--- src/rtl/core/drum_step_sequencer_assert.svh ---
// Assertion macros for the drum step sequencer.
// Each macro uses the clk and rst_n of the module that includes this file.
`ifndef DRUM_STEP_SEQUENCER_ASSERT_SVH
`define DRUM_STEP_SEQUENCER_ASSERT_SVH

// The consequent must hold in the same cycle as the antecedent.
`define DSS_ASSERT_IMP(lbl, ante, cons, msg) \
    lbl: assert property (@(posedge clk) disable iff (!rst_n) (ante) |-> (cons)) \
        else $error(msg);

// The consequent must hold in the cycle after the antecedent.
`define DSS_ASSERT_NXT(lbl, ante, cons, msg) \
    lbl: assert property (@(posedge clk) disable iff (!rst_n) (ante) |=> (cons)) \
        else $error(msg);

`endif

--- src/rtl/core/dss_pkg.sv ---
// Shared types and constants for the drum step sequencer.
// No dependencies.
package dss_pkg;

    typedef enum logic [2:0] {
        OP_TICK       = 3'd0,
        OP_TOGGLE     = 3'd1,
        OP_TRACK_STATE = 3'd2,
        OP_GLOBAL_STATE = 3'd3,
        OP_SET_POS    = 3'd4
    } op_t;

    localparam logic [1:0] ST_STOP   = 2'd0;
    localparam logic [1:0] ST_RUN    = 2'd1;
    localparam logic [1:0] ST_TOGGLE = 2'd2;

    localparam logic CFG_BPM      = 1'b0;
    localparam logic CFG_HIT_TIME = 1'b1;

    localparam logic [15:0] MS_PER_MINUTE = 16'd60000;
    localparam logic [9:0]  BPM_RESET     = 10'd120;
    localparam logic [15:0] HIT_RESET     = 16'd20;
    localparam logic [15:0] INTERVAL_RESET = 16'd500;

    // Restoring divider: one quotient bit per cycle.
    localparam int DIV_STEPS = 16;

endpackage

--- src/rtl/core/drum_step_sequencer.sv ---
// Drum step sequencer: pattern storage, beat and release countdowns, transport control.
// Depends on dss_pkg and drum_step_sequencer_assert.svh.
//
// Latency: one result per item, valid in the cycle after the item is accepted.
// Throughput: one item per cycle while the result side takes results and the divider is idle.
// A tempo write starts a restoring divider (60000 / tempo); no item is taken
// until it finishes. Configuration writes are taken in every cycle.
// Reset leaves the state after the start beat: position 1, running, all tracks enabled,
// beat countdown 500 ms, release countdown 20 ms, patterns and actuators clear.
module drum_step_sequencer
    import dss_pkg::*;
#(
    parameter int STEP_COUNT  = 16,
    parameter int TRACK_COUNT = 4
)
(
    input  logic        clk,
    input  logic        rst_n,
    input  logic        s_axis_tvalid,
    output logic        s_axis_tready,
    // Fields from bit 0: track_index[1:0], step_index[5:2], state_code[7:6],
    // new_position[11:8]; upper bits zero.
    input  logic [15:0] s_axis_tdata,
    // Fields from bit 0: operation[2:0].
    input  logic [2:0]  s_axis_tuser,
    output logic        m_axis_tvalid,
    input  logic        m_axis_tready,
    // Fields from bit 0: actuator_drive[3:0], step_position[7:4], running[8],
    // track_enable_mask[12:9], note_bit[13], beat_fired[14]; bit 15 zero.
    output logic [15:0] m_axis_tdata,
    input  logic        cfg_valid,
    output logic        cfg_ready,
    input  logic        cfg_index,
    input  logic [15:0] cfg_data
);

    localparam int POS_W = (STEP_COUNT > 2) ? $clog2(STEP_COUNT) : 1;

    typedef logic [STEP_COUNT-1:0]  row_t;
    typedef logic [TRACK_COUNT-1:0] trk_vec_t;

    // Storage
    row_t             pattern_reg [TRACK_COUNT];
    row_t             pattern_next [TRACK_COUNT];
    logic [POS_W-1:0] pos_reg, pos_next;
    logic             run_flag_reg, run_flag_next;
    trk_vec_t         enables_reg, enables_next;
    logic [15:0]      beat_cnt_reg, beat_cnt_next;
    logic             beat_armed_reg, beat_armed_next;
    logic [15:0]      rel_cnt_reg, rel_cnt_next;
    logic             rel_armed_reg, rel_armed_next;
    trk_vec_t         act_reg, act_next;
    logic [15:0]      hit_time_reg;

    // Divider; the quotient register is the beat interval once the divider is idle.
    logic [15:0] div_quot_reg;
    logic [9:0]  div_rem_reg;
    logic [9:0]  div_divisor_reg;
    logic [4:0]  div_cnt_reg;
    logic        div_busy;
    logic [10:0] div_trial;

    // Result register
    logic        out_valid_reg;
    logic [15:0] out_data_reg;

    // Decoded request
    logic        in_accept;
    op_t         op;
    logic [1:0]  track_index;
    logic [3:0]  step_index;
    logic [1:0]  state_code;
    logic [3:0]  new_position;
    row_t        step_mask;
    trk_vec_t    trk_mask;
    logic        fire;
    logic        note;

    assign track_index  = s_axis_tdata[1:0];
    assign step_index   = s_axis_tdata[5:2];
    assign state_code   = s_axis_tdata[7:6];
    assign new_position = s_axis_tdata[11:8];
    assign op           = op_t'(s_axis_tuser);

    // Out-of-range indexes shift the one-hot bit off the end and address nothing.
    assign step_mask = row_t'(1) << step_index;
    assign trk_mask  = trk_vec_t'(1) << track_index;

    assign div_busy      = (div_cnt_reg != 5'd0);
    assign s_axis_tready = !div_busy && (!out_valid_reg || m_axis_tready);
    assign in_accept     = s_axis_tvalid && s_axis_tready;
    assign cfg_ready     = 1'b1;
    assign m_axis_tvalid = out_valid_reg;
    assign m_axis_tdata  = out_data_reg;

    function automatic logic [POS_W-1:0] load_pos(input logic [3:0] v);
        logic [7:0] r;
        r = 8'(v);
        for (int i = 0; i < 8; i++) begin
            if (r >= 8'(STEP_COUNT))
            begin
                r = r - 8'(STEP_COUNT);
            end
        end
        return POS_W'(r);
    endfunction

    // The remainder stays below the divisor, so ten bits hold it.
    assign div_trial = {div_rem_reg, div_quot_reg[15]};

    always_comb
    begin
        for (int t = 0; t < TRACK_COUNT; t++) begin
            pattern_next[t] = pattern_reg[t];
        end
        pos_next        = pos_reg;
        run_flag_next   = run_flag_reg;
        enables_next    = enables_reg;
        beat_cnt_next   = beat_cnt_reg;
        beat_armed_next = beat_armed_reg;
        rel_cnt_next    = rel_cnt_reg;
        rel_armed_next  = rel_armed_reg;
        act_next        = act_reg;
        fire            = 1'b0;
        note            = 1'b0;

        case (op)
            OP_TICK:
            begin
                // Release is handled before the beat so a beat on the same tick re-engages.
                if (rel_armed_reg)
                begin
                    if (rel_cnt_reg <= 16'd1)
                    begin
                        rel_armed_next = 1'b0;
                        rel_cnt_next   = 16'd0;
                        act_next       = '0;
                    end
                    else
                    begin
                        rel_cnt_next = rel_cnt_reg - 16'd1;
                    end
                end
                if (beat_armed_reg)
                begin
                    if (beat_cnt_reg <= 16'd1)
                    begin
                        fire = 1'b1;
                    end
                    else
                    begin
                        beat_cnt_next = beat_cnt_reg - 16'd1;
                    end
                end
            end
            OP_TOGGLE:
            begin
                for (int t = 0; t < TRACK_COUNT; t++) begin
                    if (trk_mask[t])
                    begin
                        pattern_next[t] = pattern_reg[t] ^ step_mask;
                    end
                end
            end
            OP_TRACK_STATE:
            begin
                case (state_code)
                    ST_STOP:   enables_next = enables_reg & ~trk_mask;
                    ST_RUN:    enables_next = enables_reg | trk_mask;
                    ST_TOGGLE: enables_next = enables_reg ^ trk_mask;
                    default:   enables_next = enables_reg;
                endcase
            end
            OP_GLOBAL_STATE:
            begin
                if (state_code == ST_STOP || (state_code == ST_TOGGLE && run_flag_reg))
                begin
                    beat_armed_next = 1'b0;
                    pos_next        = '0;
                    run_flag_next   = 1'b0;
                    enables_next    = '0;
                end
                else if (state_code == ST_RUN || state_code == ST_TOGGLE)
                begin
                    // The start beat uses the enables from before the run.
                    fire = 1'b1;
                end
            end
            OP_SET_POS:
            begin
                pos_next = load_pos(new_position);
            end
            default:
            begin
            end
        endcase

        if (fire)
        begin
            beat_cnt_next   = div_quot_reg;
            beat_armed_next = 1'b1;
            for (int t = 0; t < TRACK_COUNT; t++) begin
                if (pattern_reg[t][pos_reg] && enables_reg[t])
                begin
                    act_next[t] = 1'b1;
                end
            end
            rel_cnt_next   = hit_time_reg;
            rel_armed_next = 1'b1;
            pos_next = (pos_reg == POS_W'(STEP_COUNT - 1)) ? '0 : pos_reg + POS_W'(1);
        end
        if (op == OP_GLOBAL_STATE && fire)
        begin
            run_flag_next = 1'b1;
            enables_next  = '1;
        end

        for (int t = 0; t < TRACK_COUNT; t++) begin
            if (trk_mask[t] && ((pattern_next[t] & step_mask) != '0))
            begin
                note = 1'b1;
            end
        end
    end

    always_ff @(posedge clk or negedge rst_n)
    begin
        if (!rst_n)
        begin
            for (int t = 0; t < TRACK_COUNT; t++) begin
                pattern_reg[t] <= '0;
            end
            pos_reg         <= POS_W'(1);
            run_flag_reg    <= 1'b1;
            enables_reg     <= '1;
            beat_cnt_reg    <= INTERVAL_RESET;
            beat_armed_reg  <= 1'b1;
            rel_cnt_reg     <= HIT_RESET;
            rel_armed_reg   <= 1'b1;
            act_reg         <= '0;
            hit_time_reg    <= HIT_RESET;
            div_quot_reg    <= INTERVAL_RESET;
            div_rem_reg     <= '0;
            div_divisor_reg <= BPM_RESET;
            div_cnt_reg     <= '0;
            out_valid_reg   <= 1'b0;
        end
        else
        begin
            if (in_accept)
            begin
                for (int t = 0; t < TRACK_COUNT; t++) begin
                    pattern_reg[t] <= pattern_next[t];
                end
                pos_reg        <= pos_next;
                run_flag_reg   <= run_flag_next;
                enables_reg    <= enables_next;
                beat_cnt_reg   <= beat_cnt_next;
                beat_armed_reg <= beat_armed_next;
                rel_cnt_reg    <= rel_cnt_next;
                rel_armed_reg  <= rel_armed_next;
                act_reg        <= act_next;
            end

            if (in_accept)
            begin
                out_valid_reg <= 1'b1;
            end
            else if (m_axis_tready)
            begin
                out_valid_reg <= 1'b0;
            end

            if (cfg_valid && cfg_index == CFG_HIT_TIME)
            begin
                hit_time_reg <= cfg_data;
            end

            if (cfg_valid && cfg_index == CFG_BPM)
            begin
                // A zero tempo divides like a tempo of one.
                div_divisor_reg <= (cfg_data[9:0] == 10'd0) ? 10'd1 : cfg_data[9:0];
                div_quot_reg    <= MS_PER_MINUTE;
                div_rem_reg     <= '0;
                div_cnt_reg     <= 5'(DIV_STEPS);
            end
            else if (div_busy)
            begin
                if (div_trial >= {1'b0, div_divisor_reg})
                begin
                    div_rem_reg  <= 10'(div_trial - {1'b0, div_divisor_reg});
                    div_quot_reg <= {div_quot_reg[14:0], 1'b1};
                end
                else
                begin
                    div_rem_reg  <= div_trial[9:0];
                    div_quot_reg <= {div_quot_reg[14:0], 1'b0};
                end
                div_cnt_reg <= div_cnt_reg - 5'd1;
            end
        end
    end

    always_ff @(posedge clk)
    begin
        if (in_accept)
        begin
            out_data_reg <= {1'b0, fire, note, 4'(enables_next), run_flag_next,
                             4'(pos_next), 4'(act_next)};
        end
    end

`include "drum_step_sequencer_assert.svh"

    `DSS_ASSERT_IMP(a_no_accept_in_divide, s_axis_tready, !div_busy, "request during divide")
    `DSS_ASSERT_NXT(a_beat_rearms, in_accept && fire, beat_armed_reg && rel_armed_reg, "no re-arm")
    `DSS_ASSERT_IMP(a_stopped_disarmed, !run_flag_reg, !beat_armed_reg, "armed while stopped")
    `DSS_ASSERT_IMP(a_release_clears, !rel_armed_reg, act_reg == '0, "engaged when released")

endmodule

--- config.mk ---
export PLATFORM = sky130hd
export DESIGN_NAME = drum_step_sequencer
export DESIGN_NICKNAME = d
export VERILOG_FILES = /design/src/rtl/core/dss_pkg.sv /design/src/rtl/core/drum_step_sequencer.sv
export VERILOG_INCLUDE_DIRS = /design/src /design/src/rtl/core
export SDC_FILE = /design/constraint.sdc
export NUM_CORES = 1
export LEC_CHECK = 0
export ABC_AREA = 1
export BUFFER_PORTS_ARGS = -buffer_cell sky130_fd_sc_hd__buf_2
export CAP_MARGIN = 20
export CORE_MARGIN = 8
export CORE_UTILIZATION = 54
export DETAILED_ROUTE_END_ITERATION = 8
export PLACE_DENSITY = 0.72
export SLEW_MARGIN = 20
export SYNTH_ARGS = -nofsm -noshare
export SYNTH_HDL_FRONTEND = slang
export SYNTH_SLANG_ARGS = --single-unit
--- constraint.sdc ---
create_clock -name clk -period 2.6 [get_ports clk]
set_input_delay 0.52 -clock clk [delete_from_list [all_inputs] [get_ports clk]]
set_output_delay 0.52 -clock clk [all_outputs]
set_load 0.005 [all_outputs]
==> key figures <==
Critical path
  – Worst-path cell chain: inv_1 -> ha_1 -> inv_1 -> a21oi_1 -> nand4_1 -> nand3b_4 -> nand2_4 -> inv_2 -> o21ai_0 -> nand2_1 -> o21ai_0
  – CP max FO: 25
  – R2R setup slack: about 0.17 ns
  – Arrival @ worst endpoint: 2.78 ns
  – Worst r2r path cells: 11
  – Startpoint Class: flop
  – CP Buf/Inv Count: 3
  – CP max stage cell: dfrtp_1
  – CP endpoint kind: flop
  – Max incr delay on CP: 0.43 ns
  – Capture point of the worst reg-to-reg path: pos_reg[2]
  – Top cell family by delay on the critical path: simple AND/OR/NAND/NOR gates
  – Worst endpoint required time: 2.95 ns
  – Crit path kind: reg -> reg
  – Crit Reg-Reg Startpoint: beat_cnt_reg[0]

Floorplan
  – Starting Density: 54.3%
  – Die area: 26,600 um2
  – Core ar.: roughly 22,000 um2
  – Chip Width: 163 um
  – Standard-cell rows: 54
  – Io pins: 60
  – Die height: 163 um

STA
  – Slew Limit Fails: 0
  – Worst hold margin: 0.00810 ns
  – Final Skew: around 0.014 ns
  – Hold Vio Cnt, Final: 0
  – RSZ-0062 raised after global routing: false
  – Min Clock Period, post-route: 2.43 ns
  – FMAX: 0.411 GHz
  – Fin Setup TNS: 0 ns
  – Worst-Margin Slew: about 0.67 ns
  – Final worst path period share: 93.6%
  – # setup viols final: 0
  – Slew headroom: roughly 55%

Clock network
  – TritonCTS buffer count: 17
  – Post-CTS Hold Fix Bufs: 0
  – Clock Path Buffers: 2
  – Sink Count: about 180
  – Clock Tree Root: clkbuf_16
  – CTS tree: yes
  – Reg clk slew, reported paths: 0.07 ns
  – Clk_lat worst skew: 0.44 ns
  – H-tree depth: 4

Logic synthesis
  – Share of the synthesized area in the top cell type: 30.1%
  – Most instantiated library cell after synthesis: nand2_1
  – Post-synth EDFFs: 15
  – Ranking of synthesized cells by area: dfrtp_1, nand2_1, o21ai_0
  – Post-synth top cells: nand2_1, inv_1, o21ai_0, nand3_1, dfrtp_1
  – Yosys reg bits: 184
  – Netlist cell types: 46
  – Async set-reset flop share out of synthesis: 91.8%
  – Largest family of logic cells by synthesized area: simple AND/OR/NAND/NOR gates
  – Adder-Cell Fraction of Synth Area: 3.27%
  – Synthesized area per cell: about 7 um2
  – Sequential area share after synthesis: 40.3%
  – Syn nets: 1,718
  – Post-Synth XOR/XNOR Area: 2.24%
  – Synth Warn #: 0
  – Yosys top cell by area: dfrtp_1
  – Syn Inst Count: 1,647
  – Simple-gate share of the synthesized area: 29.4%
  – Multiplexer share of the synthesized area: less than 1%
  – Compound-Gate Fraction of Synth Area: between 10% and 20%
  – Mapped Area: 11,700 um2
  – Top_reg_cell synth: dfrtp_1

Drt
  – ANT nets after route: 0
  – M1 wire length: between 10 and 15 mm
  – WL final: between 20 and 30 mm
  – Via Count: 10.6k
  – Residual DRC: 0
  – Wire length per cell: 14.1 um
  – 1st-pass router iterations: 5
  – Drt via density: approximately 5.3
  – Met3 WL post-DR: 935 um
  – DRT iter0 DRCs: 712
  – WL met2: 14.2 mm
  – Top sig layer: met4

Placed design
  – Placer congestion estimate: around 0.9
  – Port Buffers: 53
  – Hpwl dp: 20.0 mm
  – Placed cells: between 1.5k and 2k

Finish
  – Max reg flops: between 60 and 70
  – Share of cells above drive strength 1: 11.9%
  – Final std cells w/o fill: 1,982
  – Layout Nets: 1,760
  – # diodes: 0
  – P&R area growth vs syn: 11.0%

Power and ir drop
  – Sw Pwr: 5.18 mW
  – Sw frac: 40.8%
  – Clock power share: between 20% and 30%
  – PwrDens: 978 nW/um2
  – P_leak: roughly 6.3 nW
  – Internal power: 7.52 mW
  – Gate power share: between 40% and 50%
  – Register share of total power: 37.8%
  – Peak VDD IR: 0.735 mV

GRT
  – First-pass GRT wire length: 47.4 mm
  – Number of global-route vias before repair: ~10k
  – Pin count of the biggest net entering global routing: 79
  – Total track usage: a little over a fifth
  – Grt ovf: 0
  – Initial antenna violation count: 0

Outcome
  – Outcome: finished, final reports clean

Worst hold path
  – Hold WC Path Type: in -> async

Flow run
  – Max Cap Viol: 0
area by class of cell:
type	instances	area, um2
sequential	184	4710
multi-input combinational	1188	5790
clock buffer	17	425
clock inverter	15	204
inverter	194	728
fill	1963	8560
tap	280	350
timing repair buffer	104	779
cells by family (layout without fill, tap and decap cells):
kind of cell	after synthesis	count (layout)
AO/OA/AOI/OAI	307	307
XOR/XNOR	30	30
adder cells (fa/ha/maj)	30	30
buffers and inverters	275	330
flip-flops	184	184
multiplexers	5	5
other	2	2
AND/OR/NAND/NOR	814	814
worst reg2reg max path, cell delays in order (launching register included):
cell      delay [ns]
dfrtp_1         0.43
inv_1           0.11
ha_1            0.18
inv_1           0.08
a21oi_1         0.20
nand4_1         0.19
nand3b_4        0.22
nand2_4         0.18
inv_2           0.25
o21ai_0         0.34
nand2_1         0.08
o21ai_0         0.07
worst max path at each step:
stage | startpoint | endpoint | slack (ns) | cells past startpoint
floorplan | div_cnt_reg[0] | m_axis_tdata[0] | 0.65 | 7
global placement | s_axis_tdata[6] | rel_cnt_reg[0] | 0.14 | 11
detailed placement | s_axis_tdata[6] | rel_cnt_reg[0] | 0.08 | 11
CTS | beat_cnt_reg[0] | rel_cnt_reg[1] | 0.12 | 12
global route | beat_cnt_reg[0] | pos_reg[2] | 0.02 | 11
finish | beat_cnt_reg[0] | pos_reg[2] | 0.17 | 11
cell usage in the layout, fill, tap and decap left out, drive strengths merged, types with 3 or more instances in the layout:
cell / n
clkbuf: 17
bufinv: 3
inv: 200
nand4: 9
edfxtp: 15
nor3: 14
xor2: 25
a22oi: 7
clkinv: 6
buf: 104
ha: 29
nand3: 157
nand2: 516
o22ai: 12
dfstp: 28
o221ai: 4
nor2: 107
or2: 6
mux2: 5
o21ai: 206
o211ai: 9
xnor2: 5
a21oi: 61
dfrtp: 141
nor4: 3
power by group through the flow:
stage / registers, mW / logic (mW) / clock network [mW]
after global routing: 4.94 / 5.90 / 2.96
after CTS: 4.79 / 5.13 / 2.84
after detailed placement: 4.83 / 5.07 / 0
after floorplan: 4.66 / 3.84 / 0
after global placement: 4.79 / 4.92 / 0
final: 4.80 / 5.11 / 2.80
routing by layer:
metal	global-route usage, %	up-vias
met5	0	-
met4	8.13	0
met3	2.92	49
met2	38.5	199
met1	26.2	4914
li1	-	5394
timing repair:
action / in CTS / in global routing
setup buffers: 0 / 0
setup endpoints to repair: 0 / 6
resized for setup: 0 / 2
stage by stage:
| stage | setup WS, ns | power [mW] | util [%] | cell area (um2) |
|---|---|---|---|---|
| floorplan | 0.648 | 8.50 | - | 11700 |
| global placement | 0.138 | 9.71 | 57.3 | 12400 |
| detailed placement | 0.0783 | 9.90 | 57.3 | 12400 |
| CTS | 0.117 | 12.8 | 60.2 | 13000 |
| global route | 0.0228 | 13.8 | 60.3 | 13000 |
| finish | 0.166 | 12.7 | 60.3 | 13000 |
(Power assumes the default switching activity.)
